--- src/hw/rtl/bmf_pkg.sv ---
`default_nettype none
package bmf_pkg;

   localparam int MAX_WIDTH_DEF  = 1024;
   localparam int MAX_RADIUS_DEF = 7;
   localparam int HEIGHT_LIMIT   = 4096;

   localparam int PIX_W        = 8;
   localparam int WIDTH_REG_W  = 11;
   localparam int HEIGHT_REG_W = 13;
   localparam int RADIUS_REG_W = 3;
   localparam int CSR_DATA_W   = 13;
   localparam int CSR_INDEX_W  = 2;
   localparam int HEIGHT_W     = 13;
   localparam int ROW_W        = 14;

   typedef enum logic [CSR_INDEX_W-1:0] {
      CSR_IMAGE_WIDTH   = 2'd0,
      CSR_IMAGE_HEIGHT  = 2'd1,
      CSR_KERNEL_RADIUS = 2'd2
   } csr_index_type;

   typedef enum logic [2:0] {
      ST_IDLE,
      ST_SUM,
      ST_FLUSH,
      ST_LOAD,
      ST_DIV,
      ST_OUT
   } state_type;

   typedef struct packed {
      logic accept;
      logic win_step;
      logic div_load;
      logic div_step;
      logic out_load;
   } cmd_type;

   typedef struct packed {
      logic due;
      logic win_last;
      logic div_last;
      logic out_free;
   } status_type;

endpackage
`default_nettype wire

--- src/hw/rtl/bmf_controller.sv ---
`default_nettype none
module bmf_controller (
   input  wire logic                clock,
   input  wire logic                reset,
   input  wire logic                req_valid,
   output      logic                req_ready,
   input  wire bmf_pkg::status_type status,
   output      bmf_pkg::cmd_type    cmd
);

   bmf_pkg::state_type state_ff, state_in;

   always_ff @(posedge clock) begin
      if (reset) begin
         state_ff <= bmf_pkg::ST_IDLE;
      end else begin
         state_ff <= state_in;
      end
   end

   always_comb begin
      state_in  = state_ff;
      req_ready = 1'b0;
      cmd       = '0;
      case (state_ff)
         bmf_pkg::ST_IDLE: begin
            req_ready  = 1'b1;
            cmd.accept = req_valid;
            if (req_valid && status.due) begin
               state_in = bmf_pkg::ST_SUM;
            end
         end
         bmf_pkg::ST_SUM: begin
            cmd.win_step = 1'b1;
            if (status.win_last) begin
               state_in = bmf_pkg::ST_FLUSH;
            end
         end
         bmf_pkg::ST_FLUSH: begin
            state_in = bmf_pkg::ST_LOAD;
         end
         bmf_pkg::ST_LOAD: begin
            cmd.div_load = 1'b1;
            state_in     = bmf_pkg::ST_DIV;
         end
         bmf_pkg::ST_DIV: begin
            cmd.div_step = 1'b1;
            if (status.div_last) begin
               state_in = bmf_pkg::ST_OUT;
            end
         end
         bmf_pkg::ST_OUT: begin
            if (status.out_free) begin
               cmd.out_load = 1'b1;
               state_in     = bmf_pkg::ST_IDLE;
            end
         end
         default: begin
            state_in = bmf_pkg::ST_IDLE;
         end
      endcase
   end

endmodule
`default_nettype wire

--- config.mk ---
export PLATFORM = sky130hd
export DESIGN_NAME = bmf_controller
export DESIGN_NICKNAME = d
export VERILOG_FILES = /design/src/hw/rtl/bmf_pkg.sv /design/src/hw/rtl/bmf_controller.sv
export SDC_FILE = /design/constraint.sdc
export NUM_CORES = 1
export LEC_CHECK = 0
export BUFFER_PORTS_ARGS = -buffer_cell sky130_fd_sc_hd__buf_2
export CAP_MARGIN = 20
export CORE_AREA = 4 4 41 43
export CTS_CLUSTER_DIAMETER = 60
export DETAILED_ROUTE_END_ITERATION = 16
export DIE_AREA = 0 0 45 47
export PLACE_DENSITY = 0.32
export SLEW_MARGIN = 20
export SYNTH_ARGS = -nofsm -noshare
export SYNTH_HDL_FRONTEND = slang
export SYNTH_SLANG_ARGS = --single-unit
--- constraint.sdc ---
create_clock -name clock -period 2 [get_ports clock]
set_clock_uncertainty 0.05 [all_clocks]
set_input_delay 0.4 -clock clock [delete_from_list [all_inputs] [get_ports clock]]
set_output_delay 0.4 -clock clock [all_outputs]
set_load 0.03 [all_outputs]
==> results.yml, run 1 <==
clock_network:
  worstSkewPairLatency_ns: 0.23
  post_cts_buffers: 0
  cts_buffer_depth: 2
  h-tree-depth: 1
  cts.sinks: 3
  cts_tree: "built"
  cts_resized: 0
  numCtsBuffers: 3
  cts_root_buffer: "clkbuf_4"
  clk_pin_slew_ns: 0.04
  hold_buffers: 0
sta:
  slew_headroom: 0.795
  timing.hold.ws_ns: 0.355
  worst-slew-pin-transition_ns: 0.303
  fin_crit_sh: 0.845
  setup_viol: 0
  slew_viol_final: 0
  fin_crit_ns: 1.69
  fin_setup_tns_ns: 0
  fmax_mhz: 592
  hold_violations: 0
  rsz0062_at_grt: "false"
die:
  die_area_um2: 2120
  coreArea_um2: 1300
  pin_count: 13
  die_w_um: 45
  dieHeight_um: 47
  start_util: 0.147
  rows: 13
global_route:
  antenna_found_initial: 0
  grt_max_degree: 10
  grt_use_total: 0.0734
  grt_pass1_vias: 237
  grt_pass1_wl_um: 1040
  grt-ovfl-total: 0
worst_setup_path:
  cp.arrival_ns: 1.24
  cp-start-kind: "flop"
  max_stage_delay_ns: 0.47
  path_cells: "nor3b_1, buf_2"
  cp_slowest_cell: "dfxtp_1"
  cp.buffers_inverters: 1
  startpoint: "state_ff[2]$_SDFFE_PP0P_"
  worstPathRequired_ns: 1.55
  path_max_fanout: 9
  end_kind: "output pin"
  path_class: "reg2out"
  crit_family: "flip-flops"
  reg2reg_from: "state_ff[0]$_SDFFE_PP0P_"
drt:
  via_per_inst: 4.36
  wl_per_cell_um: 10.8
  firstDrtPassIters: 4
  vias: 240
  drt.antenna.violating_nets: 0
  wl_um: 595
  route.detailed.drc: 0
  drt-initial-drc-count: 12
power:
  power_frac_seq: 0.306
  intPower_mw: 0.161
  power_density_nw_per_um2: 805
  clock_power_share: 0.460
  switchingPower_mw: 0.0758
  swShare: 0.320
  combPwrFrac: 0.235
  ir_worst_vdd_v: 0.000291
  power_leakage_nw: 0.136
synth:
  yosysTopAreaCell: "dfxtp_1"
  yosys-top-cells-area: "dfxtp_1, mux2_2, nand2_1"
  yosys.cell_types.count: 17
  yosysWarnings: 0
  syn_area_um2: 191
  yosysSeqAreaShare: 0.314
  ys_ff_latch: 3
  syn_area_per_cell_um2: 7.66
  synthCells: 25
  synth_top_area_frac: 0.314
  syn-num-nets: 32
cells_and_area:
  antenna_cells: 0
  fin_util: 0.226
  syn_to_final_growth_pct: 53.6
  drive_above_1_share: 0.450
  nets: 48
  regMostFlops: "state_ff"
  reg.largest.list: "state_ff x3"
  largest_reg_flops: 3
outcome:
  outcome: "completed"
run:
  cap_violations: 0
placed_design:
  portBuffers: 12
  hpwl_um: 428
  gp_congestion: 0.624
min_path:
  hp-start: "reset"
  worstHoldPathType: "in2reg"
[kinds of logic after synthesis]
kind of cell	Yosys count	synth area share
simple gates	15	0.438
buf+inv	3	0.0785
flops	3	0.314
mux	1	0.0588
compound gates	3	0.111
[cell type report]
cell class,instances,area [um^2]
inverters,2,7.51
multi-input cells,19,121
repair buffers,12,60.1
clock buffers,4,26.3
flip-flops and latches,3,60.1
fillers,151,1010
well taps,15,18.8
[worst register-to-register path: cells and delay by family, from the launching register on]
family,cells,cell delay [ns]
flip-flops,1,0.46
AND/OR/NAND/NOR,2,0.43
AO/OA/AOI/OAI,1,0.16
[placed cells by master (no fill, tap or decap)]
cell type and n:
mux2_2 1, nor2_1 3, nand2b_1 1, a31oi_1 1
nor4b_1 1, and3b_2 1, dfxtp_1 3, nand2_1 3
nor4_1 1, a311o_1 1, buf_2 12, nor2b_1 1
nor3_1 1, a21oi_1 1, nor3b_1 1, clkbuf_4 3
inv_1 2, clkbuf_1 1, and2_1 1, nor3_2 1
[per-stage QoR]
stage                     power [mW]  setup WS [ns]  cells  cell area (um^2)
final                          0.237          0.311     55               294
after global routing           0.258          0.214     55               294
after detailed placement       0.129          0.557     51               268
after floorplan                0.109          0.288     25               196
after global placement         0.129          0.600     51               268
after CTS                      0.245          0.295     55               294
[cell usage after synthesis]
master,count
a21oi_1,1
a311o_1,1
a31oi_1,1
and2_1,1
and3b_2,1
buf_4,1
dfxtp_1,3
inv_1,2
mux2_2,1
nand2_1,3
nand2b_1,1
nor2_1,3
nor2b_1,1
nor3_1,2
nor3b_1,1
nor4_1,1
nor4b_1,1
[final timing paths]
path / cells past startpoint / to / slack (ns)
setup / recovery: 2 / cmd[1] / 0.31
hold / removal: 2 / state_ff[2]$_SDFFE_PP0P_ / 0.35
setup reg to reg: 3 / state_ff[0]$_SDFFE_PP0P_ / 0.84
hold reg to reg: 1 / state_ff[1]$_SDFFE_PP0P_ / 0.58
[power groups by stage]
stage,Sequential (mW),Combinational (mW),Clock (mW)
2_1_floorplan,0.0702,0.0390,0
3_3_place_gp,0.0731,0.0561,0
3_5_place_dp,0.0733,0.0558,0
4_1_cts,0.0723,0.0563,0.116
5_1_grt,0.0737,0.0619,0.122
6_report,0.0724,0.0555,0.109
[routing by layer]
metal | global-route usage | share of wire
met1 | 0.0862 | 0.43
met2 | 0.0904 | 0.44
met3 | 0.0421 | 0.13
met4 | 0.0702 | 0
met5 | 0 | 0
(Power assumes the default switching activity.)
==> run 2, diff against run 1 <==
--- a/config.mk
+++ b/config.mk
@@ -5,13 +5,14 @@
 export SDC_FILE = /design/constraint.sdc
 export NUM_CORES = 1
 export LEC_CHECK = 0
+export ABC_AREA = 1
 export BUFFER_PORTS_ARGS = -buffer_cell sky130_fd_sc_hd__buf_2
 export CAP_MARGIN = 20
 export CORE_AREA = 4 4 41 43
 export CTS_CLUSTER_DIAMETER = 60
 export DETAILED_ROUTE_END_ITERATION = 16
 export DIE_AREA = 0 0 45 47
-export PLACE_DENSITY = 0.32
+export PLACE_DENSITY = 0.38
 export SLEW_MARGIN = 20
 export SYNTH_ARGS = -nofsm -noshare
 export SYNTH_HDL_FRONTEND = slang
==> constraint.sdc (replaced) <==
create_clock -name clock -period 1.4 [get_ports clock]
set_clock_uncertainty 0.05 [all_clocks]
set_input_delay 0.28 -clock clock [delete_from_list [all_inputs] [get_ports clock]]
set_output_delay 0.28 -clock clock [all_outputs]
set_load 0.03 [all_outputs]
==> results.yml, run 2 <==
global_route:
  grt_pass1_vias: 277
  grt_pass1_wl_um: 1020
  grt_use_total: 0.0656
  grt-ovfl-total: 0
  antenna_found_initial: 0
  grt_max_degree: 8
power:
  power_frac_seq: 0.217
  power_leakage_nw: 0.208
  power_density_nw_per_um2: 2480
  intPower_mw: 0.461
  swShare: 0.518
  ir_worst_vdd_v: 0.000695
  clock_power_share: 0.152
  combPwrFrac: 0.631
  switchingPower_mw: 0.497
worst_setup_path:
  path_max_fanout: 5
  end_kind: "output pin"
  r2r_slack_ns: 0.29
  reg2reg_from: "state_ff[1]$_SDFFE_PP0P_"
  r2r_end: "state_ff[2]$_SDFFE_PP0P_"
  cp-start-kind: "flop"
  path_class: "reg2out"
  worstPathRequired_ns: 1.07
  cp.arrival_ns: 1.02
  r2r_cells: 7
die:
  rows: 13
  pin_count: 13
  die_area_um2: 2120
  dieHeight_um: 47
  die_w_um: 45
  start_util: 0.194
  coreArea_um2: 1300
sta:
  hold_violations: 0
  fin_setup_tns_ns: 0
  fin_crit_ns: 1.35
  timing.hold.ws_ns: 0.178
  rsz0062_at_grt: "true"
  fin_crit_sh: 0.962
  setup_viol: 0
  worst-slew-pin-transition_ns: 0.222
  fmax_mhz: 743
  slew_viol_final: 0
  slew_headroom: 0.850
cells_and_area:
  largest_reg_flops: 3
  fin_util: 0.297
  antenna_cells: 0
  multi_input_area_um2: 169
  seq_area_um2: 66.3
  nets: 65
  final_cell_mix: "inv_1, buf_2"
  regMostFlops: "state_ff"
  syn_to_final_growth_pct: 53.0
  drive_above_1_share: 0.561
  reg.largest.list: "state_ff x3"
  n_fill_cell: 148
  final_area_um2: 387
synth:
  synth_commonest_cells: "inv_1, nor2_2, nand2_1, nor2_1"
  yosys.cell_types.count: 14
  ys_ff_latch: 3
  syn_area_per_cell_um2: 6.16
  async_flop_share: 0
  synthCells: 41
  yosys-top-cells-area: "dfxtp_1, nor2_2, inv_1"
  syn_area_um2: 253
  synth_flop_cell: "dfxtp_1"
  yosysWarnings: 0
  synth-edff-count: 0
  syn-num-nets: 48
  yosysTopAreaCell: "dfxtp_1"
  yosysSeqAreaShare: 0.238
  synth.most_common_cell: "inv_1"
  synth_top_area_frac: 0.238
placed_design:
  gp_congestion: 0.654
  portBuffers: 12
  place_area_um2: 337
  hpwl_um: 501
clock_network:
  cts_buffer_depth: 2
  h-tree-depth: 1
  cts_tree: "built"
  hold_buffers: 0
  clk_pin_slew_ns: 0.04
  cts.sinks: 3
  numCtsBuffers: 3
  worstSkewPairLatency_ns: 0.23
  cts_root_buffer: "clkbuf_4"
  post_cts_buffers: 0
drt:
  vias: 286
  drt-initial-drc-count: 4
  wl_um: 597
  wl_per_cell_um: 8.29
  firstDrtPassIters: 2
  route.detailed.drc: 0
  via_per_inst: 3.97
  drt.antenna.violating_nets: 0
min_path:
  worstHoldPathType: "in2reg"
  hold_path_end: "state_ff[1]$_SDFFE_PP0P_"
  worstHoldPathCells: 2
  hp-start: "reset"
run:
  cap_violations: 0
outcome:
  outcome: "completed"
## run 2: cell types whose count changed in the layout (fill, tap and decap cells not counted), moves of 3 or more
cell     previous run  this run
nand3_1             0         3
nor2_2              0         5
inv_1               2         7
buf_2              12         7
buf_4               0         5
dfxtp_1             3         0
## run 2: power groups by stage
stage	Clock, mW	Combinational [mW]	Sequential, mW
floorplan	0	0.450	0.174
global placement	0	0.577	0.191
detailed placement	0	0.567	0.191
CTS	0.153	0.599	0.195
global route	0.162	0.677	0.218
finish	0.146	0.604	0.208
## run 2: critical path, stage by stage (launching register included)
cell and delay (ns):
dfxtp_2 0.34, nor2_4 0.14, and3_1 0.15, buf_4 0.15
## run 2: logic make-up after synthesis
group | after synthesis | synth area share
DFF | 3 | 0.238
AOI/OAI and AO/OA | 3 | 0.0594
buffers and inverters | 9 | 0.134
and+or+nand+nor | 26 | 0.569
## run 2: per-layer routing
layer | part of all wire | track usage
met1 | 0.46 | 0.0795
met2 | 0.48 | 0.105
met3 | 0.062 | 0.0421
met4 | 0 | 0
met5 | 0 | 0
## run 2: how the worst max path moves through the flow
stage,start,end,slack [ns],cells past startpoint
2_1_floorplan,state_ff[2]$_SDFFE_PP0P_,cmd[0],0.09,2
6_report,state_ff[1]$_SDFFE_PP0P_,cmd[4],0.05,3
3_3_place_gp,state_ff[2]$_SDFFE_PP0P_,cmd[4],0.13,3
5_1_grt,state_ff[1]$_SDFFE_PP0P_,req_ready,-0.03,4
3_5_place_dp,state_ff[2]$_SDFFE_PP0P_,cmd[4],0.15,3
4_1_cts,state_ff[0]$_SDFFE_PP0P_,req_ready,-0.01,4
## run 2: what timing repair did
action / in CTS / in global routing
gates resized for setup: 5 / 7
pin swaps: 1 / 1
endpoints found under the setup margin: 6 / 5
## run 2: final cells by class
class | instances | area share
inverter | 9 | 0.0874
timing repair buffer | 12 | 0.188
multi-input combinational | 29 | 0.437
sequential | 3 | 0.172
tap | 15 | 0.0485
clock buffer | 4 | 0.0680
## run 2: stage by stage
step	power [mW]	setup slack, ns	instances
6_report	0.958	0.0532	72
5_1_grt	1.06	-0.0314	72
4_1_cts	0.948	-0.0123	72
3_5_place_dp	0.758	0.147	68
3_3_place_gp	0.768	0.130	68
2_1_floorplan	0.624	0.0942	41
==> run 3, diff against run 2 <==
--- a/config.mk
+++ b/config.mk
@@ -8,11 +8,13 @@
 export ABC_AREA = 1
 export BUFFER_PORTS_ARGS = -buffer_cell sky130_fd_sc_hd__buf_2
 export CAP_MARGIN = 20
+export CELL_PAD_IN_SITES_DETAIL_PLACEMENT = 1
+export CELL_PAD_IN_SITES_GLOBAL_PLACEMENT = 1
 export CORE_AREA = 4 4 41 43
 export CTS_CLUSTER_DIAMETER = 60
 export DETAILED_ROUTE_END_ITERATION = 16
 export DIE_AREA = 0 0 45 47
-export PLACE_DENSITY = 0.38
+export PLACE_DENSITY = 0.55
 export SLEW_MARGIN = 20
 export SYNTH_ARGS = -nofsm -noshare
 export SYNTH_HDL_FRONTEND = slang
==> constraint.sdc (replaced) <==
create_clock -name clock -period 1.4 [get_ports clock]
set_clock_uncertainty 0.05 [all_clocks]
set_input_delay 0.28 -clock clock [delete_from_list [all_inputs] [get_ports clock]]
set_output_delay 0.28 -clock clock [all_outputs]
set_load 0.1 [all_outputs]
==> results.yml, run 3 (synthesis gave the netlist of run 2 again) <==
sta:
  fmax_mhz: 699
  setup_viol: 4
  hold_violations: 0
  slew_viol_final: 0
  fin_crit_ns: 1.43
  fin_ws_ns: -0.0314
  slew_headroom: 0.818
  worst-slew-pin-transition_ns: 0.270
  rsz0062_at_grt: "true"
  fin_crit_sh: 1.02
  timing.hold.ws_ns: 0.168
cells_and_area:
  regMostFlops: "state_ff"
  multi_input_area_um2: 203
  largest_reg_flops: 3
  reg.largest.list: "state_ff x3"
  syn_to_final_growth_pct: 102
  seq_area_um2: 68.8
  fin_util: 0.393
  antenna_cells: 0
  drive_above_1_share: 0.690
  final_cell_mix: "buf_2, buf_12, nand2_1, nor2_2"
  nets: 66
  final_area_um2: 512
  n_fill_cell: 170
clock_network:
  h-tree-depth: 1
  cts_tree: "built"
  cts.sinks: 3
  clk_pin_slew_ns: 0.04
  cts_root_buffer: "clkbuf_4"
  hold_buffers: 0
  worstSkewPairLatency_ns: 0.23
  cts_buffer_depth: 2
  numCtsBuffers: 3
die:
  die_w_um: 45
  dieHeight_um: 47
  die_area_um2: 2120
  rows: 13
  pin_count: 13
  start_util: 0.194
  coreArea_um2: 1300
global_route:
  grt_use_total: 0.0742
  grt_max_degree: 6
  grt_pass1_vias: 277
  antenna_found_initial: 0
  grt-ovfl-total: 0
  grt_pass1_wl_um: 1110
min_path:
  worstHoldPathType: "in2reg"
drt:
  via_per_inst: 4.16
  drt-initial-drc-count: 0
  wl_per_cell_um: 9.42
  vias: 304
  route.detailed.drc: 0
  drt.antenna.violating_nets: 0
  firstDrtPassIters: 1
  wl_um: 688
worst_setup_path:
  cp.arrival_ns: 1.10
  path_class: "reg2out"
  cp-start-kind: "flop"
  path_max_fanout: 5
  max_stage_delay_ns: 0.35
  path_cells: "nor2_4, and3_4, buf_12"
  cp_slowest_cell: "dfxtp_2"
  worstPathRequired_ns: 1.07
  end_kind: "output pin"
placed_design:
  place_area_um2: 467
  gp_congestion: 0.738
  hpwl_um: 598
  portBuffers: 12
run:
  cap_violations: 0
outcome:
  violations: "setup timing"
  outcome: "finished, violations left"
-- run 3: final timing paths --
kind,start,endpoint,slack (ns),cells past startpoint
max,state_ff[0]$_SDFFE_PP0P_,cmd[4],-0.03,3
min,reset,state_ff[1]$_SDFFE_PP0P_,0.17,2
max reg2reg,state_ff[0]$_SDFFE_PP0P_,state_ff[2]$_SDFFE_PP0P_,0.25,7
min reg2reg,state_ff[0]$_SDFFE_PP0P_,state_ff[0]$_SDFFE_PP0P_,0.51,2
-- run 3: worst max-delay path, delay by kind of cell (launching register included) --
kind / cells / cell delay [ns]
buffers and inverters: 1 / 0.17
flip-flops: 1 / 0.35
AND/OR/NAND/NOR: 2 / 0.35
-- run 3: per-stage QoR --
stage	setup WS [ns]	instances	TNS (ns)
2_1_floorplan	-0.105	41	-0.105
3_3_place_gp	0.157	68	0
3_5_place_dp	0.127	68	0
4_1_cts	-0.0475	73	-0.149
5_1_grt	-0.0923	73	-0.421
6_report	-0.0314	73	-0.0794
-- run 3: area by class of cell --
class                           count  share of cell area
Multi-Input combinational cell     29               0.396
Clock buffer                        4              0.0513
Inverter                            9              0.0733
Timing Repair Buffer               13               0.308
Sequential cell                     3               0.134
Tap cell                           15              0.0367
-- run 3: timing repair --
action | CTS | global route
gates resized for setup | 4 | 0
setup buffers | 1 | 0
pin swaps | 1 | 0
endpoints found under the hold margin | 0 | 0
setup endpoints to repair | 5 | 6
-- run 3: routing by layer --
metal  wire (um)  global-route usage  part of all wire
met5           0                   0                 0
met4           0              0.0351                 0
met3          40              0.0345             0.058
met2         393               0.127              0.57
met1         254              0.0771              0.37
Power of run 3 is not shown: default switching activity piles up to over one toggle a cycle in this logic, so the estimate is an artifact.
